[src/sv/euler_zyx_rotation_matrix_macros.svh]
// Assertion macros for the euler_zyx_rotation_matrix block
`ifndef EULER_ZYX_ROTATION_MATRIX_MACROS_SVH
`define EULER_ZYX_ROTATION_MATRIX_MACROS_SVH
`ifndef NO_ASSERTIONS
`define EZR_ASSERT(label, clk, rst, prop, msg) \
   label: assert property (@(posedge clk) disable iff (rst) prop) else $error(msg);
`define EZR_ASSERT_NORST(label, clk, prop, msg) \
   label: assert property (@(posedge clk) prop) else $error(msg);
`else
`define EZR_ASSERT(label, clk, rst, prop, msg)
`define EZR_ASSERT_NORST(label, clk, prop, msg)
`endif
`endif

[src/sv/ezr_pkg.sv]
`default_nettype none
package ezr_pkg;
   localparam int CordicSteps = 14;
   localparam int AngW  = 16;
   localparam int PosW  = 24;
   localparam int ZW    = 28;   // Q.24 angle with headroom
   localparam int XW    = 32;   // Q.28 datapath
   localparam int QW    = 16;   // Q1.14 values
   localparam int StepW = $clog2(CordicSteps + 1);
   localparam int ReqW  = 3 * AngW + 3 * PosW;
   localparam int RspW  = 80;

   localparam logic signed [ZW-1:0] AngPi     = 28'sd52707179;
   localparam logic signed [ZW-1:0] AngHalfPi = 28'sd26353589;
   localparam logic signed [XW-1:0] GainQ28   = 32'sd163008219;
   localparam logic [1:0] LastRow = 2'd3;

   // One accepted word as queued between front and back
   typedef struct packed {
      logic signed [AngW-1:0] angle_x;
      logic signed [AngW-1:0] angle_y;
      logic signed [AngW-1:0] angle_z;
      logic signed [PosW-1:0] pos_x;
      logic signed [PosW-1:0] pos_y;
      logic signed [PosW-1:0] pos_z;
   } item_type;

   // Folded angle ready for CORDIC
   typedef struct packed {
      logic signed [ZW-1:0] z;
      logic                 neg;
   } fold_type;

   function automatic logic signed [ZW-1:0] atan_entry(input logic [4:0] i);
      logic signed [ZW-1:0] r;
      r = '0;
      case (i)
         5'd0:  r = 28'sd13176795;
         5'd1:  r = 28'sd7778716;
         5'd2:  r = 28'sd4110060;
         5'd3:  r = 28'sd2086331;
         5'd4:  r = 28'sd1047214;
         5'd5:  r = 28'sd524117;
         5'd6:  r = 28'sd262123;
         5'd7:  r = 28'sd131069;
         5'd8:  r = 28'sd65536;
         5'd9:  r = 28'sd32768;
         5'd10: r = 28'sd16384;
         5'd11: r = 28'sd8192;
         5'd12: r = 28'sd4096;
         5'd13: r = 28'sd2048;
         5'd14: r = 28'sd1024;
         5'd15: r = 28'sd512;
         5'd16: r = 28'sd256;
         5'd17: r = 28'sd128;
         5'd18: r = 28'sd64;
         5'd19: r = 28'sd32;
         5'd20: r = 28'sd16;
         5'd21: r = 28'sd8;
         5'd22: r = 28'sd4;
         5'd23: r = 28'sd2;
         default: r = '0;
      endcase
      return r;
   endfunction

   function automatic logic signed [QW-1:0] sat14(input logic signed [47:0] v);
      if (v > 48'sd32767) return 16'sd32767;
      if (v < -48'sd32768) return -16'sd32768;
      return v[QW-1:0];
   endfunction
endpackage
`default_nettype wire

[src/sv/ezr_front.sv]
`default_nettype none
// Accept words, fold angles into +-pi/2, push into a two-entry queue
module ezr_front (
   input  wire logic clock,
   input  wire logic reset,
   input  wire logic req_tvalid,
   output logic req_tready,
   input  wire logic [ezr_pkg::ReqW-1:0] req_tdata,
   output logic q_valid,
   input  wire logic q_pop,
   output ezr_pkg::item_type q_item,
   output ezr_pkg::fold_type q_fx,
   output ezr_pkg::fold_type q_fy,
   output ezr_pkg::fold_type q_fz
);
   import ezr_pkg::*;

   typedef struct packed {
      item_type it;
      fold_type fx;
      fold_type fy;
      fold_type fz;
   } entry_type;

   entry_type mem_ff [2];
   logic wp_ff, rp_ff;
   logic [1:0] cnt_ff, cnt_in;
   item_type in_item;
   entry_type in_entry;
   logic push;

   function automatic fold_type fold(input logic signed [AngW-1:0] a);
      fold_type f;
      logic signed [ZW-1:0] z;
      z = ZW'(a) <<< 11;
      f.neg = 1'b0;
      f.z = z;
      if (z > AngHalfPi) begin
         f.z = z - AngPi;
         f.neg = 1'b1;
      end else if (z < -AngHalfPi) begin
         f.z = z + AngPi;
         f.neg = 1'b1;
      end
      return f;
   endfunction

   // Unpack fields, lowest first
   always_comb begin
      in_item.angle_x = req_tdata[15:0];
      in_item.angle_y = req_tdata[31:16];
      in_item.angle_z = req_tdata[47:32];
      in_item.pos_x   = req_tdata[71:48];
      in_item.pos_y   = req_tdata[95:72];
      in_item.pos_z   = req_tdata[119:96];
      in_entry.it = in_item;
      in_entry.fx = fold(in_item.angle_x);
      in_entry.fy = fold(in_item.angle_y);
      in_entry.fz = fold(in_item.angle_z);
   end

   assign req_tready = (cnt_ff != 2'd2);
   assign push = req_tvalid && req_tready;
   assign q_valid = (cnt_ff != 2'd0);
   assign q_item = mem_ff[rp_ff].it;
   assign q_fx = mem_ff[rp_ff].fx;
   assign q_fy = mem_ff[rp_ff].fy;
   assign q_fz = mem_ff[rp_ff].fz;

   always_comb begin
      cnt_in = cnt_ff;
      if (push && !(q_pop && q_valid)) cnt_in = cnt_ff + 2'd1;
      else if (!push && q_pop && q_valid) cnt_in = cnt_ff - 2'd1;
   end

   // Advance pointers
   always_ff @(posedge clock) begin
      if (reset) begin
         wp_ff <= 1'b0;
         rp_ff <= 1'b0;
         cnt_ff <= '0;
      end else begin
         if (push) wp_ff <= ~wp_ff;
         if (q_pop && q_valid) rp_ff <= ~rp_ff;
         cnt_ff <= cnt_in;
      end
   end

   always_ff @(posedge clock) begin
      if (push) mem_ff[wp_ff] <= in_entry;
   end
endmodule
`default_nettype wire

[config.mk]
export PLATFORM = sky130hd
export DESIGN_NAME = ezr_front
export DESIGN_NICKNAME = d
export VERILOG_FILES = /design/src/sv/euler_zyx_rotation_matrix_macros.svh /design/src/sv/ezr_pkg.sv /design/src/sv/ezr_front.sv
export SDC_FILE = /design/constraint.sdc
export NUM_CORES = 1
export LEC_CHECK = 0
export ABC_AREA = 1
export BUFFER_PORTS_ARGS = -buffer_cell sky130_fd_sc_hd__buf_2
export CAP_MARGIN = 20
export CORE_MARGIN = 4
export CORE_UTILIZATION = 50
export DETAILED_ROUTE_END_ITERATION = 7
export GPL_ROUTABILITY_DRIVEN = 1
export GPL_TIMING_DRIVEN = 0
export PLACE_DENSITY = 0.77
export SKIP_CTS_REPAIR_TIMING = 1
export SLEW_MARGIN = 0
export SYNTH_ARGS = -nofsm -noshare
export SYNTH_HDL_FRONTEND = slang
export SYNTH_SLANG_ARGS = --single-unit
[constraint.sdc]
create_clock -name clock -period 9.9 [get_ports clock]
set_input_delay 0.99 -clock clock [delete_from_list [all_inputs] [get_ports clock]]
set_output_delay 0.99 -clock clock [all_outputs]
set_load 0.05 [all_outputs]
==> flow_metrics.env, run 1 <==
export IMPL_numPortBuffers=332
export IMPL_final_fill_count=2519
export IMPL_antenna_left=0
export IMPL_io_pins=333
export IMPL_syn_cell_area_um2=16630
export IMPL_max_slew_margin=0.6132
export IMPL_gp_congestion=0.8751
export IMPL_drc=0
export IMPL_startpoint_type="flip-flop"
export IMPL_dr_total_vias=11110
export IMPL_cp_end_kind="output pin"
export IMPL_drv_cap=0
export IMPL_antenna_found_initial=4
export IMPL_setup_viol=0
export IMPL_final_util=0.6210
export IMPL_ir_drop_mv=0.1806
export IMPL_power_density_nw_per_um2=203.0
export IMPL_stdcell_area_um2=20310
export IMPL_layout_drive_gt1_share=0.4049
export IMPL_critical_path_top_delay_family="buffers and inverters"
export IMPL_status="finished clean"
export IMPL_wl_per_cell_um=17.97
export IMPL_synth_seq_area_share=0.6561
export IMPL_cts_buffer_depth=3
export IMPL_grt_max_degree=32
export IMPL_wl_um=38770
export IMPL_place_area_um2=19100
export IMPL_pre_cts_ws_ns=6.113
export IMPL_report_final_hold_viol_count=0
export IMPL_cts_root_buffer="clkbuf_16"
export IMPL_dpl_hpwl_um=27800
export IMPL_drt_iter0_markers=812
export IMPL_cp_common_cell="buf_2"
export IMPL_layout_commonest_cell="buf_2"
export IMPL_dr_pass1_iters=5
export IMPL_crit_buf_inv=5
export IMPL_cp_data_required_time_ns=8.91
export IMPL_setup_ws_ns=5.994
export IMPL_tightest_slew_ns=0.5802
export IMPL_final_net_count=1821
export IMPL_fin_skew_ns=0.008452
export IMPL_numClockSinks=365
export IMPL_numCtsBuffers=39
export IMPL_std_cell_rows=66
export IMPL_area_delta_synth_final_pct=22.11
export IMPL_start_util=0.5085
export IMPL_die_w_um=190.4
export IMPL_grt_pass1_vias=11120
export IMPL_grt_pass1_wl_um=59580
export IMPL_max_freq_ghz=0.2560
export IMPL_core_area_um2=32700
export IMPL_layout_common_cells="buf_2 (369), edfxtp_1 (360), nand2_1 (329)"
export IMPL_clk_pin_slew_ns=0.05
export IMPL_die_area_um2=36240
export IMPL_grt_usage=0.2062
export IMPL_cts_tree="done"
export IMPL_synth_seq_cells=365
export IMPL_rsz0062_at_grt="false"
export IMPL_synthesis_nets=1435
export IMPL_fin_crit_sh=0.3945
export IMPL_fin_crit_ns=3.906
export IMPL_overflow=0
export IMPL_hp_class="flip-flop to flip-flop"
export IMPL_r2r_slack_ns=7.76
export IMPL_drv_slew=0
export IMPL_critPathMaxStageDelay_ns=0.50
export IMPL_die_h_um=190.4
export IMPL_path_max_fanout=10
export IMPL_clkLatencyLatePin_ns=0.51
export IMPL_syn_area_per_cell_um2=12.80
export IMPL_synth_cells=1299
export IMPL_p_total_w=0.004122
export IMPL_synth_yosys_warnings=0
export IMPL_power_leakage_nw=8.403
export IMPL_crit_arrival_ns=2.92
export IMPL_critPathKind="flip-flop to output pin"
export IMPL_htreeDepth=2
export IMPL_crit_chain="buf_2 > clkbuf_1 > buf_6 > buf_2 > mux2_2 > buf_2"
export IMPL_yosysUniqueCellTypes=37
export IMPL_slowest_stage="clkbuf_1"
export IMPL_via_per_inst=5.152
==> layer usage <==
layer	global-route usage	up-vias	wire length (um)
li1	-	5274	-
met1	0.2641	5333	15670
met2	0.3541	439	18820
met3	0.05529	62	3500
met4	0.04696	4	750
met5	0	-	23
==> worst reg2reg max path, cell delays in order (launching register included) <==
cell,delay [ns]
dfxtp_1,0.39
inv_1,0.08
nand2_1,0.11
nand2_1,0.17
nor2_4,0.31
buf_12,0.26
buf_12,0.25
buf_12,0.25
==> state kept, by name, indices dropped and copies added (netlist names), named ones only <==
name and flops:
cnt_ff 2, wp_ff 1, rp_ff 1, mem_ff 360
==> per-stage QoR <==
stage | std cells | hold slack (ns) | TNS (ns)
floorplan | 1299 | 0.4474 | 0
global placement | 2073 | 0.4548 | -1367.88
detailed placement | 2085 | 0.4768 | 0
CTS | 2155 | 0.4855 | 0
global route | 2157 | 0.4994 | 0
finish | 2157 | 0.4774 | 0
==> final cells by class <==
class	count	area [um^2]	share of cell area
Sequential cell	365	10910	0.5373
Multi-Input combinational cell	765	4838	0.2383
Tap cell	442	553.0	0.02723
Buffer	81	560.5	0.02760
Timing Repair Buffer	345	1913	0.09421
Clock inverter	17	133.9	0.006593
Antenna cell	1	2.502	0.0001232
Inverter	88	335.3	0.01651
Clock buffer	53	1060	0.05219
==> report_power, final <==
group | internal, W | switching, W
sequential | 0.00182 | 0.0000208
combinational | 0.000260 | 0.000672
clock | 0.000781 | 0.000568
total | 0.00286 | 0.00126
==> final timing paths <==
path / start / to / cells after the start
setup / recovery: flip-flop / q_item[36] / 6
hold / removal: rp_ff$_SDFFE_PP0P_ / rp_ff$_SDFFE_PP0P_ / 2
setup reg to reg: cnt_ff[0]$_SDFFE_PP0P_ / mem_ff[1][176]$_DFFE_PP_ / 7
hold reg to reg: rp_ff$_SDFFE_PP0P_ / rp_ff$_SDFFE_PP0P_ / 2
==> cell usage after synthesis, drive strengths merged <==
library cell / instances / area, um^2
a21oi: 19 / 95.09
nor2: 55 / 229.0
clkinv: 1 / 3.750
nor3: 8 / 50.05
xor2: 34 / 305.3
nor4: 1 / 6.260
buf: 80 / 556.8
nand3: 71 / 377.9
edfxtp: 360 / 10810
or2: 4 / 25.02
dfxtp: 5 / 100.1
mux2: 180 / 2027
clkbuf: 1 / 3.750
o21ai: 24 / 123.9
nand2: 341 / 1325
a211oi: 4 / 30.03
o21bai: 1 / 7.510
a41oi: 1 / 8.760
inv: 87 / 331.6
nand4: 10 / 62.56
ha: 12 / 150.1
==> kinds of logic after synthesis <==
logic type / synth area share
xor+xnor: 0.01836
fa+ha+maj: 0.009028
flops: 0.6561
mux: 0.1219
compound gates: 0.01595
buf+inv: 0.05387
simple gates: 0.1248
Note: power is estimated with default switching activity, not from simulation.
==> run 2: changes to the inputs <==
--- a/config.mk
+++ b/config.mk
@@ -9,11 +9,11 @@
 export BUFFER_PORTS_ARGS = -buffer_cell sky130_fd_sc_hd__buf_2
 export CAP_MARGIN = 20
 export CORE_MARGIN = 4
-export CORE_UTILIZATION = 50
+export CORE_UTILIZATION = 51
 export DETAILED_ROUTE_END_ITERATION = 7
 export GPL_ROUTABILITY_DRIVEN = 1
 export GPL_TIMING_DRIVEN = 0
-export PLACE_DENSITY = 0.77
+export PLACE_DENSITY = 0.76
 export SKIP_CTS_REPAIR_TIMING = 1
 export SLEW_MARGIN = 0
 export SYNTH_ARGS = -nofsm -noshare
==> constraint.sdc (replaced) <==
create_clock -name clock -period 3.8 [get_ports clock]
set_input_delay 0.38 -clock clock [delete_from_list [all_inputs] [get_ports clock]]
set_output_delay 0.38 -clock clock [all_outputs]
set_load 0.05 [all_outputs]
==> run 2 against run 1 <==
Sequential share of layout area shrank 0.22 points. Die area shrank 1.9%. Register-to-register slack lost 6.3 ns. Utilization grew 1.9 points. Power grew to 2.6 times the previous value. Final cell count shrank 0.19%. First-iteration DRC count shrank 10%. Via count shrank 0.58%. Flip-flop and latch count is the same. Design area grew 0.41%. Clock power grew to 2.7 times the previous value. Critical path type unchanged.
==> flow_metrics.env, run 2 (same netlist as run 1, synthesis figures left out) <==
export IMPL_crit_arrival_ns=3.05
export IMPL_core_area_um2=31880
export IMPL_largest_reg_flops=360
export IMPL_fin_skew_ns=0.01100
export IMPL_dr_total_vias=11050
export IMPL_crit_buf_inv=4
export IMPL_status="finished clean"
export IMPL_critical_path_top_delay_family="buffers and inverters"
export IMPL_place_inst=2078
export IMPL_drv_slew=0
export IMPL_setup_viol=0
export IMPL_via_per_inst=5.131
export IMPL_final_net_count=1821
export IMPL_drt_iter0_markers=731
export IMPL_hp_class="input pin to flip-flop"
export IMPL_grt_usage=0.2105
export IMPL_power_share_clock=0.336
export IMPL_fin_crit_sh=0.9033
export IMPL_startpoint_type="flip-flop"
export IMPL_top_regs="mem_ff: 360 flops, cnt_ff: 2 flops"
export IMPL_antenna_found_initial=6
export IMPL_p_seq_frac=0.441
export IMPL_area_delta_synth_final_pct=22.62
export IMPL_antenna_left=0
export IMPL_report_final_hold_viol_count=0
export IMPL_power_density_nw_per_um2=533.6
export IMPL_cts_root_buffer="clkbuf_16"
export IMPL_largest_register="mem_ff"
export IMPL_std_cell_rows=65
export IMPL_layout_commonest_cell="buf_2"
export IMPL_cp_common_cell="buf_2"
export IMPL_wl_um=38270
export IMPL_numClockSinks=365
export IMPL_numPortBuffers=332
export IMPL_fin_crit_ns=3.433
export IMPL_clkLatencyLatePin_ns=0.51
export IMPL_drc=0
export IMPL_slowest_stage="clkbuf_1"
export IMPL_switchingPower_w=0.003333
export IMPL_start_util=0.5216
export IMPL_path_max_fanout=10
export IMPL_io_pins=333
export IMPL_p_comb_frac=0.223
export IMPL_crit_chain="buf_2 > clkbuf_1 > buf_2 > mux2_2 > buf_2"
export IMPL_cts_tree="done"
export IMPL_p_total_w=0.01088
export IMPL_dr_pass1_iters=5
export IMPL_gp_congestion=0.9060
export IMPL_p_int_w=0.007547
export IMPL_die_h_um=188.6
export IMPL_htreeDepth=2
export IMPL_wl_per_cell_um=17.78
export IMPL_layout_drive_gt1_share=0.4091
export IMPL_power_leakage_nw=8.441
export IMPL_overflow=0
export IMPL_max_freq_ghz=0.2913
export IMPL_die_area_um2=35560
export IMPL_p_sw_frac=0.3063
export IMPL_fin_cells=2153
export IMPL_numCtsBuffers=40
export IMPL_layout_common_cells="buf_2 (369), edfxtp_1 (360), nand2_1 (327)"
export IMPL_cp_data_required_time_ns=3.42
export IMPL_drv_cap=0
export IMPL_critPathMaxStageDelay_ns=0.73
export IMPL_tightest_slew_ns=0.9215
export IMPL_max_slew_margin=0.3857
export IMPL_cp_end_kind="output pin"
export IMPL_clk_pin_slew_ns=0.06
export IMPL_grt_pass1_vias=11140
export IMPL_rsz0062_at_grt="false"
export IMPL_ir_drop_mv=0.4148
export IMPL_cts_buffer_depth=3
export IMPL_dpl_hpwl_um=27690
export IMPL_grt_pass1_wl_um=60070
export IMPL_die_w_um=188.6
export IMPL_critPathKind="flip-flop to output pin"
export IMPL_grt_max_degree=33
## run 2: cell count changes in the layout (fill, tap and decap cells not counted), moves of 2 or more
| cell | change |
|---|---|
| buf_16 | +2 |
| clkbuf_1 | -7 |
| inv_6 | +3 |
| clkinv_1 | +4 |
| buf_12 | -2 |
| nand2_1 | -2 |
## run 2: final cells by class
type	count	area [um^2]
Antenna cell	2	5.005
Buffer	81	560.5
Clock buffer	47	1047
Clock inverter	26	209.0
Fill cell	2437	11490
Inverter	88	335.3
Multi-Input combinational cell	765	4862
Sequential cell	365	10910
Tap cell	435	544.3
Timing Repair Buffer	344	1917
## run 2: path summary, 6_finish.rpt
kind,from,endpoint,slack (ns),cells after the start
max,flip-flop,q_item[55],0.37,5
min,req_tdata[104],mem_ff[1][95]$_DFFE_PP_,0.05,1
max reg2reg,cnt_ff[0]$_SDFFE_PP0P_,mem_ff[1][197]$_DFFE_PP_,1.51,7
min reg2reg,rp_ff$_SDFFE_PP0P_,flip-flop,0.49,2
## run 2: layer usage
metal | track usage | vias up | wire length (um)
met5 | 0 | - | 55
met4 | 0.05661 | 8 | 944
met3 | 0.05298 | 66 | 3060
met2 | 0.3657 | 387 | 18930
met1 | 0.2649 | 5296 | 15280
li1 | - | 5290 | -
## run 2: power groups by stage
stage,Clock [W],Sequential [W],Combinational (W)
after floorplan,0,0.00489,0.00181
after global routing,0.00394,0.00482,0.00257
after CTS,0.00375,0.00480,0.00245
after detailed placement,0,0.00489,0.00243
after global placement,0,0.00490,0.00236
final,0.00365,0.00480,0.00243
## run 2: stage by stage
step                      hold WS [ns]  TNS (ns)  worst slack, ns  utilization  cell area, um^2
final                          0.04712         0           0.3673       0.6396            20390
after floorplan                 0.4474         0          0.03983            -            16670
after global routing           0.01720         0           0.2185       0.6395            20390
after global placement          0.4592   -483.10           -1.368       0.5920            18870
after CTS                      0.02017         0           0.2134       0.6394            20390
after detailed placement        0.4836         0           0.7772       0.6000            19130
==> run 3: changes to the inputs <==
--- a/config.mk
+++ b/config.mk
@@ -13,6 +13,7 @@
 export DETAILED_ROUTE_END_ITERATION = 7
 export GPL_ROUTABILITY_DRIVEN = 1
 export GPL_TIMING_DRIVEN = 0
+export HOLD_SLACK_MARGIN = 0.15
 export PLACE_DENSITY = 0.76
 export SKIP_CTS_REPAIR_TIMING = 1
 export SLEW_MARGIN = 0
==> run 3 against run 2 <==
Register-to-register slack lost 0.03 ns. Via count is 5.2% higher. Clock skew increased by 0.0037 ns. Non-clock buffer count increased by 113. Power increased by 1.4%. Flip-flop and latch count did not move. First-iteration DRC count is 13% higher. Sequential power hardly changed. Die area unchanged. Maximum frequency is 0.62% lower. Utilization increased by 3.5 points. Final cell count increased by 5.2%.
==> flow_metrics.env, run 3 (same netlist as run 1, synthesis figures left out) <==
export IMPL_grt_use_met2=0.3657
export IMPL_grt_pass1_vias=11140
export IMPL_fin_skew_ns=0.01469
export IMPL_power_density_nw_per_um2=512.8
export IMPL_drt_iter0_markers=827
export IMPL_power_leakage_nw=8.913
export IMPL_largest_reg_flops=360
export IMPL_drv_cap=0
export IMPL_place_area_um2=19130
export IMPL_rsz0062_at_grt="false"
export IMPL_path_max_fanout=10
export IMPL_fin_crit_ns=3.454
export IMPL_antenna_left=0
export IMPL_numClockSinks=365
export IMPL_cts_root_buffer="clkbuf_16"
export IMPL_switchingPower_w=0.003410
export IMPL_critPathMaxStageDelay_ns=0.75
export IMPL_crit_chain="buf_2 > clkbuf_1 > buf_2 > mux2_2 > buf_2"
export IMPL_p_sw_frac=0.3090
export IMPL_stdcell_area_um2=21520
export IMPL_hp_class="input pin to flip-flop"
export IMPL_wl_per_cell_um=18.52
export IMPL_clkLatencyLatePin_ns=0.52
export IMPL_layout_drive_gt1_share=0.3838
export IMPL_setup_ws_ns=0.3461
export IMPL_drc=0
export IMPL_startpoint_type="flip-flop"
export IMPL_cts_tree="done"
export IMPL_layout_commonest_cell="buf_2"
export IMPL_reg2reg_to="mem_ff[0][138]$_DFFE_PP_"
export IMPL_fin_tns_setup_ns=0
export IMPL_regArea_um2=10910
export IMPL_grt_usage=0.2105
export IMPL_numPortBuffers=332
export IMPL_cp_data_required_time_ns=3.42
export IMPL_gp_congestion=0.9060
export IMPL_globalRouteMet3Util=0.05298
export IMPL_numCtsBuffers=40
export IMPL_cp_common_cell="buf_2"
export IMPL_p_int_w=0.007625
export IMPL_grt_pass1_wl_um=60070
export IMPL_r2r_slack_ns=1.48
export IMPL_status="finished clean"
export IMPL_r2r_start="cnt_ff[0]$_SDFFE_PP0P_"
export IMPL_final_net_count=1934
export IMPL_dr_pass1_iters=5
export IMPL_die_w_um=188.6
export IMPL_io_pins=333
export IMPL_grt_max_degree=33
export IMPL_hold_depth=1
export IMPL_area_delta_synth_final_pct=29.40
export IMPL_final_fill_count=2273
export IMPL_tightest_slew_ns=0.9435
export IMPL_max_freq_ghz=0.2895
export IMPL_fin_crit_sh=0.9089
export IMPL_slowest_stage="clkbuf_1"
export IMPL_setup_viol=0
export IMPL_htreeDepth=2
export IMPL_wl_um=41940
export IMPL_ir_drop_mv=0.3968
export IMPL_p_comb_frac=0.231
export IMPL_p_total_w=0.01104
export IMPL_top_regs="mem_ff: 360 flops, cnt_ff: 2 flops"
export IMPL_pre_cts_ws_ns=0.7772
export IMPL_report_final_hold_viol_count=0
export IMPL_cts_buffer_depth=3
export IMPL_drv_slew=0
export IMPL_critPathKind="flip-flop to output pin"
export IMPL_start_util=0.5216
export IMPL_dpl_hpwl_um=27690
export IMPL_max_slew_margin=0.3710
export IMPL_met1_usage=0.2649
export IMPL_worst_r2r_path_depth=7
export IMPL_dr_total_vias=11620
export IMPL_layout_common_cells="buf_2 (369), edfxtp_1 (360), nand2_1 (327)"
export IMPL_multiInputGateArea_um2=4862
export IMPL_cp_endpoint="q_item[55]"
export IMPL_p_seq_frac=0.436
export IMPL_via_per_inst=5.128
export IMPL_std_cell_rows=65
export IMPL_largest_register="mem_ff"
export IMPL_grt_busiest_layer="met2"
export IMPL_crit_arrival_ns=3.07
export IMPL_power_share_clock=0.334
export IMPL_antenna_found_initial=1
export IMPL_overflow=0
export IMPL_cp_end_kind="output pin"
export IMPL_die_area_um2=35560
export IMPL_die_h_um=188.6
export IMPL_clk_pin_slew_ns=0.06
export IMPL_core_area_um2=31880
[run 3: changes by cell type in the layout (fill, tap and decap cells not counted)]
cell and change:
diode_2 -1, dlygate4sd3_1 +113
[run 3: per-layer routing]
| layer | part of all wire | wire length, um |
|---|---|---|
| met5 | 0 | 0 |
| met4 | 0.022 | 928 |
| met3 | 0.076 | 3207 |
| met2 | 0.51 | 21290 |
| met1 | 0.39 | 16520 |
[run 3: cell type report]
class	instances	share of cell area
diodes	1	0.0001163
multi-input cells	765	0.2259
flip-flops and latches	365	0.5070
clock inverters	26	0.009710
well taps	435	0.02529
inverters	88	0.01558
repair buffers	457	0.1416
clock buffers	47	0.04867
plain buffers	81	0.02605
[run 3: how the worst min path moves through the flow]
stage,from,to,slack (ns)
3_3_place_gp,rp_ff$_SDFFE_PP0P_,rp_ff$_SDFFE_PP0P_,0.46
2_1_floorplan,rp_ff$_SDFFE_PP0P_,flip-flop,0.45
5_1_grt,req_tdata[13],mem_ff[1][204]$_DFFE_PP_,0.15
4_1_cts,req_tdata[76],mem_ff[0][115]$_DFFE_PP_,0.02
3_5_place_dp,rp_ff$_SDFFE_PP0P_,flip-flop,0.48
6_report,req_tdata[13],mem_ff[1][204]$_DFFE_PP_,0.16
[run 3: power groups by stage]
stage / sequential, W / clock [W] / combinational [W]
CTS: 0.00480 / 0.00375 / 0.00245
detailed placement: 0.00489 / 0 / 0.00243
floorplan: 0.00489 / 0 / 0.00181
finish: 0.00481 / 0.00368 / 0.00254
global route: 0.00483 / 0.00396 / 0.00269
global placement: 0.00490 / 0 / 0.00236
[run 3: through the flow]
| stage | std cells | util | hold slack, ns |
|---|---|---|---|
| finish | 2265 | 0.6750 | 0.1625 |
| global route | 2265 | 0.6750 | 0.1493 |
| CTS | 2151 | 0.6394 | 0.02017 |
| detailed placement | 2078 | 0.6000 | 0.4836 |
| global placement | 2066 | 0.5920 | 0.4592 |
| floorplan | 1299 | - | 0.4474 |
[run 3: critical path: cells and delay by family (launching register included)]
kind,cells,cell delay (ns)
multiplexers,1,0.43
buffers and inverters,4,1.82
flip-flops,1,0.30
